<file path="config.mk">
export PLATFORM = sky130hd
export DESIGN_NAME = wheel_speed_regulator
export DESIGN_NICKNAME = d
export VERILOG_FILES = /design/src/rtl/wsr_pkg.sv /design/src/rtl/wsr_measure.sv /design/src/rtl/wsr_control.sv /design/src/rtl/wheel_speed_regulator.sv
export SDC_FILE = /design/constraint.sdc
export NUM_CORES = 1
export LEC_CHECK = 0
export CAP_MARGIN = 20
export CELL_PAD_IN_SITES_DETAIL_PLACEMENT = 0
export CELL_PAD_IN_SITES_GLOBAL_PLACEMENT = 1
export CORE_MARGIN = 3
export CORE_UTILIZATION = 35
export DETAILED_ROUTE_END_ITERATION = 8
export DONT_BUFFER_PORTS = 1
export PLACE_DENSITY_LB_ADDON = 0.1
export SLEW_MARGIN = 20
export SYNTH_ARGS = -nofsm -noshare
export SYNTH_HDL_FRONTEND = slang
export SYNTH_HIERARCHICAL = 1
export SYNTH_SLANG_ARGS = --single-unit
</file>
<file path="constraint.sdc">
create_clock -name clock -period 7.4 [get_ports clock]
set_clock_uncertainty 0.2 [all_clocks]
set_input_delay 0.74 -clock clock [delete_from_list [all_inputs] [get_ports clock]]
set_output_delay 0.74 -clock clock [all_outputs]
set_load 0.02 [all_outputs]
</file>
<file path="src/rtl/wsr_pkg.sv">
package wsr_pkg;

   typedef enum logic [2:0] {
      ACT_PULSE    = 3'd0,
      ACT_SAMPLE   = 3'd1,
      ACT_RAMP     = 3'd2,
      ACT_START    = 3'd3,
      ACT_END_UP   = 3'd4,
      ACT_END_DOWN = 3'd5,
      ACT_STOP     = 3'd6
   } action_type;

   localparam logic [1:0] MODE_STOP    = 2'd0;
   localparam logic [1:0] MODE_FORWARD = 2'd1;
   localparam logic [1:0] MODE_REVERSE = 2'd2;

   localparam logic [7:0] DUTY_MIN   = 8'h20;
   localparam logic [7:0] DUTY_MAX   = 8'hFB;
   localparam logic [7:0] DUTY_START = 8'hA0;
   localparam logic [7:0] END_HIGH   = 8'd20;
   localparam logic [7:0] END_LOW    = 8'd2;

   // Current drive state as seen by the measurement path.
   typedef struct packed {
      logic       halted;
      logic [1:0] drive_mode;
   } ctl_state_type;

   // Averaging event raised by the measurement path.
   typedef struct packed {
      logic       avg_event;
      logic [7:0] avg_value;
   } meas_event_type;

   // Values of the controller state after the current transaction.
   typedef struct packed {
      logic [7:0] pwm_duty;
      logic       pwm_enable;
      logic [1:0] drive_mode;
      logic [7:0] run_target;
   } ctl_view_type;

   function automatic logic [2:0] step_size(input logic [7:0] err);
      logic [2:0] s;
      if (err > 8'd3) begin
         s = 3'd4;
      end else if (err > 8'd2) begin
         s = 3'd3;
      end else if (err > 8'd1) begin
         s = 3'd2;
      end else begin
         s = 3'd1;
      end
      return s;
   endfunction

endpackage

</file>
<file path="src/rtl/wsr_measure.sv">
module wsr_measure (
   input  logic                    clock,
   input  logic                    reset,
   input  logic                    go,
   input  wsr_pkg::action_type     action,
   input  wsr_pkg::ctl_state_type  ctl,
   output wsr_pkg::meas_event_type meas
);

   logic [15:0] pulse_count_ff, pulse_count_in;
   logic [15:0] last_count_ff, last_count_in;
   logic [7:0]  sample0_ff, sample0_in;
   logic [7:0]  sample1_ff, sample1_in;
   logic        phase_ff, phase_in;
   logic [7:0]  avg_ff, avg_in;

   logic [16:0] fwd_diff;
   logic [16:0] rev_diff;
   logic [7:0]  new_sample;
   logic        take_sample;
   logic [8:0]  sum;
   logic        avg_event;

   // Sign-extended differences; the sign bit tells whether the count moved the right way.
   assign fwd_diff = {pulse_count_ff[15], pulse_count_ff} - {last_count_ff[15], last_count_ff};
   assign rev_diff = {last_count_ff[15], last_count_ff} - {pulse_count_ff[15], pulse_count_ff};

   always_comb begin
      take_sample = 1'b0;
      new_sample  = fwd_diff[7:0];
      if (!ctl.halted && ctl.drive_mode == wsr_pkg::MODE_FORWARD && !fwd_diff[16]) begin
         take_sample = 1'b1;
         new_sample  = fwd_diff[7:0];
      end else if (!ctl.halted && ctl.drive_mode == wsr_pkg::MODE_REVERSE &&
                   !rev_diff[16]) begin
         take_sample = 1'b1;
         new_sample  = rev_diff[7:0];
      end
   end

   always_comb begin
      pulse_count_in = pulse_count_ff;
      last_count_in  = last_count_ff;
      sample0_in     = sample0_ff;
      sample1_in     = sample1_ff;
      phase_in       = phase_ff;
      avg_event      = 1'b0;
      if (go) begin
         case (action)
            wsr_pkg::ACT_PULSE: begin
               if (ctl.drive_mode == wsr_pkg::MODE_FORWARD) begin
                  pulse_count_in = pulse_count_ff + 16'd1;
               end else if (ctl.drive_mode == wsr_pkg::MODE_REVERSE) begin
                  pulse_count_in = pulse_count_ff - 16'd1;
               end
            end
            wsr_pkg::ACT_SAMPLE: begin
               if (take_sample && !phase_ff) begin
                  sample0_in = new_sample;
               end
               if (take_sample && phase_ff) begin
                  sample1_in = new_sample;
               end
               last_count_in = pulse_count_ff;
               phase_in      = !phase_ff;
               avg_event     = phase_ff;
            end
            wsr_pkg::ACT_START, wsr_pkg::ACT_END_UP, wsr_pkg::ACT_END_DOWN: begin
               pulse_count_in = '0;
               last_count_in  = '0;
            end
            default: begin
            end
         endcase
      end
   end

   assign sum = {1'b0, sample0_in} + {1'b0, sample1_in};

   always_comb begin
      avg_in = avg_ff;
      if (avg_event) begin
         avg_in = sum[8:1];
      end
   end

   assign meas.avg_event = avg_event;
   assign meas.avg_value = avg_in;

   always_ff @(posedge clock) begin
      if (reset) begin
         pulse_count_ff <= '0;
         last_count_ff  <= '0;
         sample0_ff     <= '0;
         sample1_ff     <= '0;
         phase_ff       <= 1'b0;
         avg_ff         <= '0;
      end else begin
         pulse_count_ff <= pulse_count_in;
         last_count_ff  <= last_count_in;
         sample0_ff     <= sample0_in;
         sample1_ff     <= sample1_in;
         phase_ff       <= phase_in;
         avg_ff         <= avg_in;
      end
   end

endmodule

</file>
<file path="src/rtl/wsr_control.sv">
module wsr_control (
   input  logic                    clock,
   input  logic                    reset,
   input  logic                    go,
   input  wsr_pkg::action_type     action,
   input  logic [1:0]              direction,
   input  logic [7:0]              start_speed,
   input  logic [7:0]              end_speed,
   input  logic [7:0]              ramp_slope,
   input  wsr_pkg::meas_event_type meas,
   output wsr_pkg::ctl_state_type  ctl,
   output wsr_pkg::ctl_view_type   view
);

   logic [7:0] run_target_ff, run_target_in;
   logic [7:0] final_target_ff, final_target_in;
   logic [7:0] slope_ff, slope_in;
   logic [7:0] ramp_timer_ff, ramp_timer_in;
   logic [7:0] duty_ff, duty_in;
   logic [1:0] mode_ff, mode_in;
   logic       halted_ff, halted_in;
   logic [7:0] pwm_duty_ff, pwm_duty_in;
   logic       pwm_enable_ff, pwm_enable_in;

   logic [7:0] reg_duty;
   logic       reg_halted;
   logic [2:0] dn_step;
   logic [2:0] up_step;
   logic [8:0] up_sum;
   logic [7:0] timer_inc;

   assign dn_step   = wsr_pkg::step_size(meas.avg_value - run_target_ff);
   assign up_step   = wsr_pkg::step_size(run_target_ff - meas.avg_value);
   assign up_sum    = {1'b0, duty_ff} + {6'b0, up_step};
   assign timer_inc = ramp_timer_ff + 8'd1;

   // Duty regulation on an averaging event, using the freshly averaged speed.
   always_comb begin
      reg_duty   = duty_ff;
      reg_halted = halted_ff;
      if (halted_ff) begin
         reg_duty = '0;
      end else if (run_target_ff == 8'd0) begin
         reg_duty   = '0;
         reg_halted = 1'b1;
      end else if (meas.avg_value > run_target_ff) begin
         if ({1'b0, duty_ff} < ({1'b0, wsr_pkg::DUTY_MIN} + {6'b0, dn_step})) begin
            reg_duty = wsr_pkg::DUTY_MIN;
         end else begin
            reg_duty = duty_ff - {5'b0, dn_step};
         end
      end else if (meas.avg_value < run_target_ff) begin
         if (up_sum > {1'b0, wsr_pkg::DUTY_MAX}) begin
            reg_duty = wsr_pkg::DUTY_MAX;
         end else begin
            reg_duty = up_sum[7:0];
         end
      end
   end

   always_comb begin
      run_target_in   = run_target_ff;
      final_target_in = final_target_ff;
      slope_in        = slope_ff;
      ramp_timer_in   = ramp_timer_ff;
      duty_in         = duty_ff;
      mode_in         = mode_ff;
      halted_in       = halted_ff;
      pwm_duty_in     = pwm_duty_ff;
      pwm_enable_in   = pwm_enable_ff;
      if (go) begin
         case (action)
            wsr_pkg::ACT_SAMPLE: begin
               if (meas.avg_event) begin
                  duty_in   = reg_duty;
                  halted_in = reg_halted;
                  if (reg_halted || mode_ff != wsr_pkg::MODE_STOP) begin
                     pwm_duty_in = reg_duty;
                  end else begin
                     pwm_enable_in = 1'b0;
                  end
               end
            end
            wsr_pkg::ACT_RAMP: begin
               if (run_target_ff != final_target_ff) begin
                  if (timer_inc > slope_ff) begin
                     ramp_timer_in = '0;
                     if (run_target_ff > final_target_ff) begin
                        run_target_in = run_target_ff - 8'd1;
                     end else begin
                        run_target_in = run_target_ff + 8'd1;
                     end
                  end else begin
                     ramp_timer_in = timer_inc;
                  end
               end
            end
            wsr_pkg::ACT_START: begin
               slope_in = ramp_slope;
               if (direction == wsr_pkg::MODE_FORWARD || direction == wsr_pkg::MODE_REVERSE) begin
                  duty_in       = wsr_pkg::DUTY_START;
                  pwm_duty_in   = wsr_pkg::DUTY_START;
                  pwm_enable_in = 1'b1;
                  mode_in       = direction;
                  halted_in     = 1'b0;
               end else begin
                  pwm_enable_in = 1'b0;
               end
               run_target_in   = start_speed;
               final_target_in = end_speed;
            end
            wsr_pkg::ACT_END_UP: begin
               slope_in = ramp_slope;
               if (final_target_ff < wsr_pkg::END_HIGH) begin
                  final_target_in = final_target_ff + 8'd1;
               end
            end
            wsr_pkg::ACT_END_DOWN: begin
               slope_in = ramp_slope;
               if (final_target_ff > wsr_pkg::END_LOW) begin
                  final_target_in = final_target_ff - 8'd1;
               end
            end
            wsr_pkg::ACT_STOP: begin
               pwm_enable_in = 1'b0;
            end
            default: begin
            end
         endcase
      end
   end

   assign ctl.halted     = halted_ff;
   assign ctl.drive_mode = mode_ff;

   assign view.pwm_duty   = pwm_duty_in;
   assign view.pwm_enable = pwm_enable_in;
   assign view.drive_mode = mode_in;
   assign view.run_target = run_target_in;

   always_ff @(posedge clock) begin
      if (reset) begin
         run_target_ff   <= '0;
         final_target_ff <= '0;
         slope_ff        <= '0;
         ramp_timer_ff   <= '0;
         duty_ff         <= '0;
         mode_ff         <= wsr_pkg::MODE_STOP;
         halted_ff       <= 1'b0;
         pwm_duty_ff     <= '0;
         pwm_enable_ff   <= 1'b0;
      end else begin
         run_target_ff   <= run_target_in;
         final_target_ff <= final_target_in;
         slope_ff        <= slope_in;
         ramp_timer_ff   <= ramp_timer_in;
         duty_ff         <= duty_in;
         mode_ff         <= mode_in;
         halted_ff       <= halted_in;
         pwm_duty_ff     <= pwm_duty_in;
         pwm_enable_ff   <= pwm_enable_in;
      end
   end

endmodule

</file>
<file path="src/rtl/wheel_speed_regulator.sv">
// Channel   Direction  Handshake              Payload
// req_      in         req_valid / req_ready  action, direction, start/end speed, ramp slope
// rsp_      out        rsp_valid / rsp_ready  duty, drive_on/dir, average and target speed
//
// One transaction is accepted per cycle while the result is not stalled; its result is
// offered from the result register that follows the input register.
// The state update for a transaction is done in the cycle it leaves the input register.
// Reset is synchronous and clears all regulator state and both valid flags.
// A stalled result holds the input register; once both are full, req_ready stays low
// until the result is taken.
module wheel_speed_regulator (
   input  logic       clock,
   input  logic       reset,
   input  logic       req_valid,
   output logic       req_ready,
   input  logic [2:0] req_action,
   input  logic [1:0] req_direction,
   input  logic [7:0] req_start_speed,
   input  logic [7:0] req_end_speed,
   input  logic [7:0] req_ramp_slope,
   output logic       rsp_valid,
   input  logic       rsp_ready,
   output logic [7:0] rsp_duty,
   output logic       rsp_drive_on,
   output logic [1:0] rsp_drive_dir,
   output logic [7:0] rsp_average_speed,
   output logic [7:0] rsp_target_speed
);

   logic                in_valid_ff, in_valid_in;
   wsr_pkg::action_type action_ff;
   logic [1:0]          direction_ff;
   logic [7:0]          start_speed_ff;
   logic [7:0]          end_speed_ff;
   logic [7:0]          ramp_slope_ff;

   logic                rsp_valid_ff, rsp_valid_in;
   logic [7:0]          duty_ff;
   logic                drive_on_ff;
   logic [1:0]          drive_dir_ff;
   logic [7:0]          avg_ff;
   logic [7:0]          target_ff;

   logic                advance;
   logic                go;
   logic                take;

   wsr_pkg::ctl_state_type  ctl;
   wsr_pkg::meas_event_type meas;
   wsr_pkg::ctl_view_type   view;

   assign advance   = !rsp_valid_ff || rsp_ready;
   assign go        = in_valid_ff && advance;
   assign req_ready = !in_valid_ff || advance;
   assign take      = req_valid && req_ready;

   assign in_valid_in  = take || (in_valid_ff && !advance);
   assign rsp_valid_in = go || (rsp_valid_ff && !rsp_ready);

   wsr_measure u_measure (
      .clock  (clock),
      .reset  (reset),
      .go     (go),
      .action (action_ff),
      .ctl    (ctl),
      .meas   (meas)
   );

   wsr_control u_control (
      .clock       (clock),
      .reset       (reset),
      .go          (go),
      .action      (action_ff),
      .direction   (direction_ff),
      .start_speed (start_speed_ff),
      .end_speed   (end_speed_ff),
      .ramp_slope  (ramp_slope_ff),
      .meas        (meas),
      .ctl         (ctl),
      .view        (view)
   );

   always_ff @(posedge clock) begin
      if (reset) begin
         in_valid_ff  <= 1'b0;
         rsp_valid_ff <= 1'b0;
      end else begin
         in_valid_ff  <= in_valid_in;
         rsp_valid_ff <= rsp_valid_in;
      end
   end

   always_ff @(posedge clock) begin
      if (take) begin
         action_ff      <= wsr_pkg::action_type'(req_action);
         direction_ff   <= req_direction;
         start_speed_ff <= req_start_speed;
         end_speed_ff   <= req_end_speed;
         ramp_slope_ff  <= req_ramp_slope;
      end
   end

   always_ff @(posedge clock) begin
      if (go) begin
         duty_ff      <= view.pwm_duty;
         drive_on_ff  <= view.pwm_enable;
         drive_dir_ff <= view.pwm_enable ? view.drive_mode : wsr_pkg::MODE_STOP;
         avg_ff       <= meas.avg_value;
         target_ff    <= view.run_target;
      end
   end

   assign rsp_valid         = rsp_valid_ff;
   assign rsp_duty          = duty_ff;
   assign rsp_drive_on      = drive_on_ff;
   assign rsp_drive_dir     = drive_dir_ff;
   assign rsp_average_speed = avg_ff;
   assign rsp_target_speed  = target_ff;

endmodule

</file>
Word-level counts from Yosys, hierarchy flattened --
Index checks and enable logic that the tools add are counted.
Cells by class: multiplexer cells 59, equality and inequality tests 16, reduce and logical (&&, ||, !) cells 39, order comparisons 14, $add $sub $neg 15
Operators with widths (count):
- 8-bit 2-to-1 mux | 28
- 16-bit one-hot mux with 2 select lines | 2
- 8-bit one-hot mux with 2 select lines | 3
- 8-bit by 2-bit > comparator with 1-bit output (second input constant) | 5
- 16-bit by 16-bit subtractor with 17-bit output | 2
- 16-bit 2-to-1 mux | 2
- 8-bit by 1-bit adder with 8-bit output (second input constant) | 3
- 8-bit > comparator | 3
- 8-bit one-hot mux with 3 select lines | 1
- 16-bit by 1-bit adder with 16-bit output (second input constant) | 1
- 8-bit by 1-bit > comparator with 1-bit output (second input constant) | 2
- 16-bit by 1-bit subtractor with 16-bit output (second input constant) | 1
- 8-bit by 1-bit subtractor with 8-bit output (second input constant) | 2
- 8-bit subtractor | 2
- 1-bit 2-to-1 mux | 12
- 3-bit 2-to-1 mux | 4
- 1-bit logical AND | 10
- 2-bit 2-to-1 mux | 5
- 8-bit by 3-bit adder with 9-bit output | 1
- 8-bit by 8-bit adder with 9-bit output | 1
- 3-bit equality test (second input constant) | 3
- 9-bit by 8-bit > comparator with 1-bit output (second input constant) | 1
- 8-bit by 9-bit less-than comparator with 1-bit output | 1
- 1-bit zero test | 8
- 23 further kinds | 40
Word-level totals: logic and storage cells 170, flip-flop bits (word level) 167

Depth between registers and ports, before layout --
depth after elaboration 27, mapped depth 40, mapped depth without buffers 38

Modules after synthesis --
The synthesis kept the hierarchy.
Modules (own cells, without submodules):
- wsr_control | area an instance 4907.2 µm², sequential area each 1041.0 µm², times used 1, cells an instance 615
- wsr_measure | area an instance 4339.2 µm², sequential area each 1141.1 µm², times used 1, cells an instance 536
- wheel_speed_regulator | area an instance 1798.0 µm², sequential area each 1721.7 µm², times used 1, cells an instance 68

Worst setup path before layout --
OpenSTA, ideal clock, no wires.
kind register to register, start point reg u_measure.pulse_count_ff[0], end point reg duty_ff[4], in the netlist rsp_duty[4], data pin, buffers on the path 2, setup slack -0.209 ns, data required time 6.941 ns, clock period less this slack 7.609 ns, arrival 7.149 ns, cell stages (with the launch flop) 39, cells stage by stage dfxtp_1 > inv_1 > ha_1 > inv_1 > fa_1 > nand3_1 > a21oi_1 > o31ai_4 > nand3_1 > a21boi_1 > buf_2 > mux2i_1 > o21ai_0 > a221oi_1 > xnor2_1 > mux2_2 > ha_1 > nor3b_1 > [3 not listed] > inv_1 > ha_1 > buf_6 > nand4_4 > inv_1 > a221oi_2 > xnor2_1 > nor4_2 > a21boi_0 > ha_1 > inv_1 > fa_1 > a211o_1 > a21boi_0 > o21a_1 > a211oi_1 > a21oi_1 > a22o_1
RTL lines:
- from (decl) | RTL line wsr_measure.sv:10 | logic [15:0] pulse_count_ff, pulse_count_in;
- from (signal assigned) | RTL line wsr_measure.sv:99 | pulse_count_ff <= pulse_count_in;
- to (signal assigned) | RTL line wheel_speed_regulator.sv:105 | duty_ff <= view.pwm_duty;
- to (decl) | RTL line wheel_speed_regulator.sv:38 | logic [7:0] duty_ff;

==> flow_summary.json <==
{
  "routabilityCongestion": 0.818,
  "vias_per_cell": 5.17,
  "post-route-util_pct": 43.6,
  "drc": 0,
  "n_fill_cell": 3040,
  "yosysSeqAreaShare_pct": 35.3,
  "power.internal_mw": 1.60,
  "min_from": "reset",
  "slowest_stage": "nor4_4",
  "antenna_cells": 0,
  "min_to": "in_valid_ff$_SDFF_PP0_",
  "post-route-period-util_pct": 99.1,
  "ir_drop_mv": 0.171,
  "yosys_register_bits": 167,
  "track_usage_pct": 17.6,
  "core.rowCount": 64,
  "final_cell_mix": "buf_4, nor2_1, dfxtp_1",
  "crit_type": "reg -> reg",
  "pwr-share-seq_pct": 45.2,
  "p_comb_share_pct": 12.9,
  "yosysWarnings": 6,
  "crit_path_end_kind": "register",
  "maxSlewViolCount": 0,
  "place_hpwl_mm": 21.5,
  "max_freq_mhz": 136,
  "insertion_delay_ns": 0.45,
  "reg2regPathDepth": 35,
  "dr.pass1.iters": 7,
  "final_common_cell": "buf_4",
  "die_y_um": 184,
  "critPathMaxStageDelay_ns": 0.35,
  "die_area_sq_um": 33700,
  "antenna_found_initial": 1,
  "synth_cells": 1219,
  "tightest_slew_ns": 0.780,
  "fin_nets": 1487,
  "cts_buffers": 17,
  "syn2layout_area_growth_pct": 21.6,
  "vias": 9040,
  "cp_max_fo": 4,
  "power_density_nw_per_um2": 163,
  "crit_top_cell": "inv_2",
  "synth_ff_type": "dfxtp_1",
  "postRouteAntennaNets": 0,
  "p_sw_mw": 0.592,
  "die_w_um": 184,
  "grt_pass1_wl_mm": 47.2,
  "setup_viol_count_final": 0,
  "min_path_type": "in -> reg",
  "grt-ovfl-total": 0,
  "root_buffer": "clkbuf_16",
  "p_leak_nw": 5.36,
  "dp_cells": 1702,
  "drt_wl_total_mm": 29.2,
  "r2r_end": "u_control/pwm_duty_ff[4]$_SDFF_PP0_",
  "synth.distinct_cells": 100,
  "syn_area_per_cell_sq_um": 9.06,
  "cts_tree": "done",
  "drive_above_1_share_pct": 23.1,
  "htreeDepth": 4,
  "cts_hold_buffers": 0,
  "start_kind": "register",
  "min_period_ns": 7.34,
  "finalHoldViolCount": 0,
  "avgRoutedWirePerCell_um": 16.7,
  "drt_iter0_markers": 501,
  "cts.sink_count": 167,
  "timing.rr.start": "u_measure/pulse_count_ff[15]$_SDFFE_PP0P_",
  "start_util_pct": 35.8,
  "p_sw_share_pct": 27.0,
  "synth.cell_area_sq_um": 11000,
  "cp.required_ns": 7.54,
  "clock_path_buffers": 2,
  "clkTransAtPathRegs_ns": 0.07,
  "power_frac_clock_pct": 41.9,
  "syn-num-nets": 1366,
  "crit_arrival_ns": 7.47,
  "io_pins": 62,
  "grt_pass1_vias": 8893,
  "stdcell_count": 1749,
  "grt_max_degree": 98,
  "max-slew-margin-rel_pct": 47.9,
  "grt_setup_unrepaired": "yes",
  "synth_edf_count": 56,
  "async_reset_ff_share_pct": 0,
  "status": "finished, final reports clean",
  "whs_path_depth": 1,
  "r2r_slack_ns": 0.06,
  "hold-worst-slack_ns": 0.139,
  "port_buffers": 0,
  "max-cap-violations": 0,
  "core-area_sq_um": 30800
}
==> cell families after synthesis <==
logic type      count (synthesis)  synth area share [%]
simple gates                  383                  17.8
compound gates                326                  20.8
flops                         167                  35.3
buf+inv                       155                  6.12
fa+ha+maj                     114                  13.6
xor+xnor                       45                  3.57
mux                            29                  2.74
==> state kept, by name (all words and copies together) (netlist names), 2 cells and up <==
name and count:
u_measure/last_count_ff 16, u_measure/pulse_count_ff 16, end_speed_ff 8, ramp_slope_ff 8, rsp_average_speed 8, rsp_duty 8
rsp_target_speed 8, start_speed_ff 8, u_control/duty_ff 8, u_control/final_target_ff 8, u_control/pwm_duty_ff 8, u_control/ramp_timer_ff 8
u_control/run_target_ff 8, u_control/slope_ff 8, u_measure/avg_ff 8, u_measure/sample0_ff 8, u_measure/sample1_ff 8, action_ff 3
direction_ff 2, rsp_drive_dir 2, u_control/mode_ff 2
==> metal layers <==
layer	track usage [%]	routed length [um]
met5	0	0
met1	25.6	15300
met3	3.50	1010
met2	26.6	12500
met4	4.69	365
==> cell type report <==
class | instances | area, sq um | share of cell area (%)
Multi-Input combinational cell | 897 | 6880 | 51.2
Clock inverter | 12 | 131 | 0.978
Clock buffer | 20 | 468 | 3.48
Sequential cell | 167 | 3920 | 29.1
Inverter | 106 | 398 | 2.96
Tap cell | 396 | 495 | 3.69
Timing Repair Buffer | 151 | 1140 | 8.52
==> per-stage QoR <==
stage / cell area [sq um] / setup slack (ns) / power [mW] / TNS (ns)
after detailed placement: 12300 / -0.367 / 1.27 / -3.67
after floorplan: 11100 / 0.0142 / 1.20 / 0
final: 13400 / 0.0635 / 2.19 / 0
after global routing: 13400 / -0.437 / 2.29 / -4.27
after global placement: 12300 / -0.171 / 1.27 / -0.969
after CTS: 13100 / 0.00102 / 2.20 / 0
==> power groups by stage <==
stage	Combinational (mW)	Clock, mW	Sequential, mW
floorplan	0.191	0	1.01
finish	0.282	0.916	0.990
global placement	0.254	0	1.01
detailed placement	0.253	0	1.01
CTS	0.261	0.950	0.991
global route	0.316	0.985	0.993
==> how the worst max path moves through the flow <==
| stage | startpoint | endpoint | slack, ns | depth (start not counted) |
|---|---|---|---|---|
| after CTS | u_measure/pulse_count_ff[0]$_SDFFE_PP0P_ | u_control/pwm_duty_ff[4]$_SDFF_PP0_ | 0.001 | 35 |
| after detailed placement | u_measure/pulse_count_ff[15]$_SDFFE_PP0P_ | u_control/pwm_duty_ff[4]$_SDFF_PP0_ | -0.37 | 35 |
| after global routing | u_measure/pulse_count_ff[14]$_SDFFE_PP0P_ | u_control/pwm_duty_ff[4]$_SDFF_PP0_ | -0.44 | 35 |
| final | u_measure/pulse_count_ff[15]$_SDFFE_PP0P_ | u_control/pwm_duty_ff[4]$_SDFF_PP0_ | 0.06 | 35 |
| after global placement | u_measure/pulse_count_ff[15]$_SDFFE_PP0P_ | u_control/pwm_duty_ff[4]$_SDFF_PP0_ | -0.17 | 35 |
| after floorplan | u_measure/pulse_count_ff[0]$_SDFFE_PP0P_ | rsp_duty[4]$_DFFE_PP_ | 0.01 | 38 |
==> critical path, delay by kind of cell, from the launching register on <==
family | cells | cell delay [ns]
buffers and inverters | 4 | 0.21
adder cells (fa/ha/maj) | 5 | 1.31
XOR/XNOR | 2 | 0.25
flip-flops | 1 | 0.33
AO/OA/AOI/OAI | 15 | 3.12
multiplexers | 3 | 0.66
AND/OR/NAND/NOR | 6 | 1.11
==> cells in the mapped netlist, drive strengths merged, types with 14 or more instances <==
cell,instances,area share [%]
nor2b,42,2.4
nor3,23,1.0
and2,19,1.1
a211oi,17,1.3
clkbuf,26,0.92
nand3,25,1.1
ha,104,12
inv,106,3.6
buf,23,1.6
nand2,70,2.4
nand2b,15,0.85
xor2,23,1.8
dfxtp,111,20
a21oi,81,3.7
a22oi,37,2.6
xnor2,22,1.7
nor2,130,4.5
a21o,14,0.96
mux2i,22,2.0
edfxtp,56,15
o21ai,69,3.5
==> what timing repair did <==
| item | CTS | global route |
|---|---|---|
| endpoints found under the setup margin | 23 | 24 |
| buffers inserted | 3 | 12 |
| resized for setup | 31 | 76 |
| pin swaps | 19 | 46 |
Power figures use the tool's default switching activity.
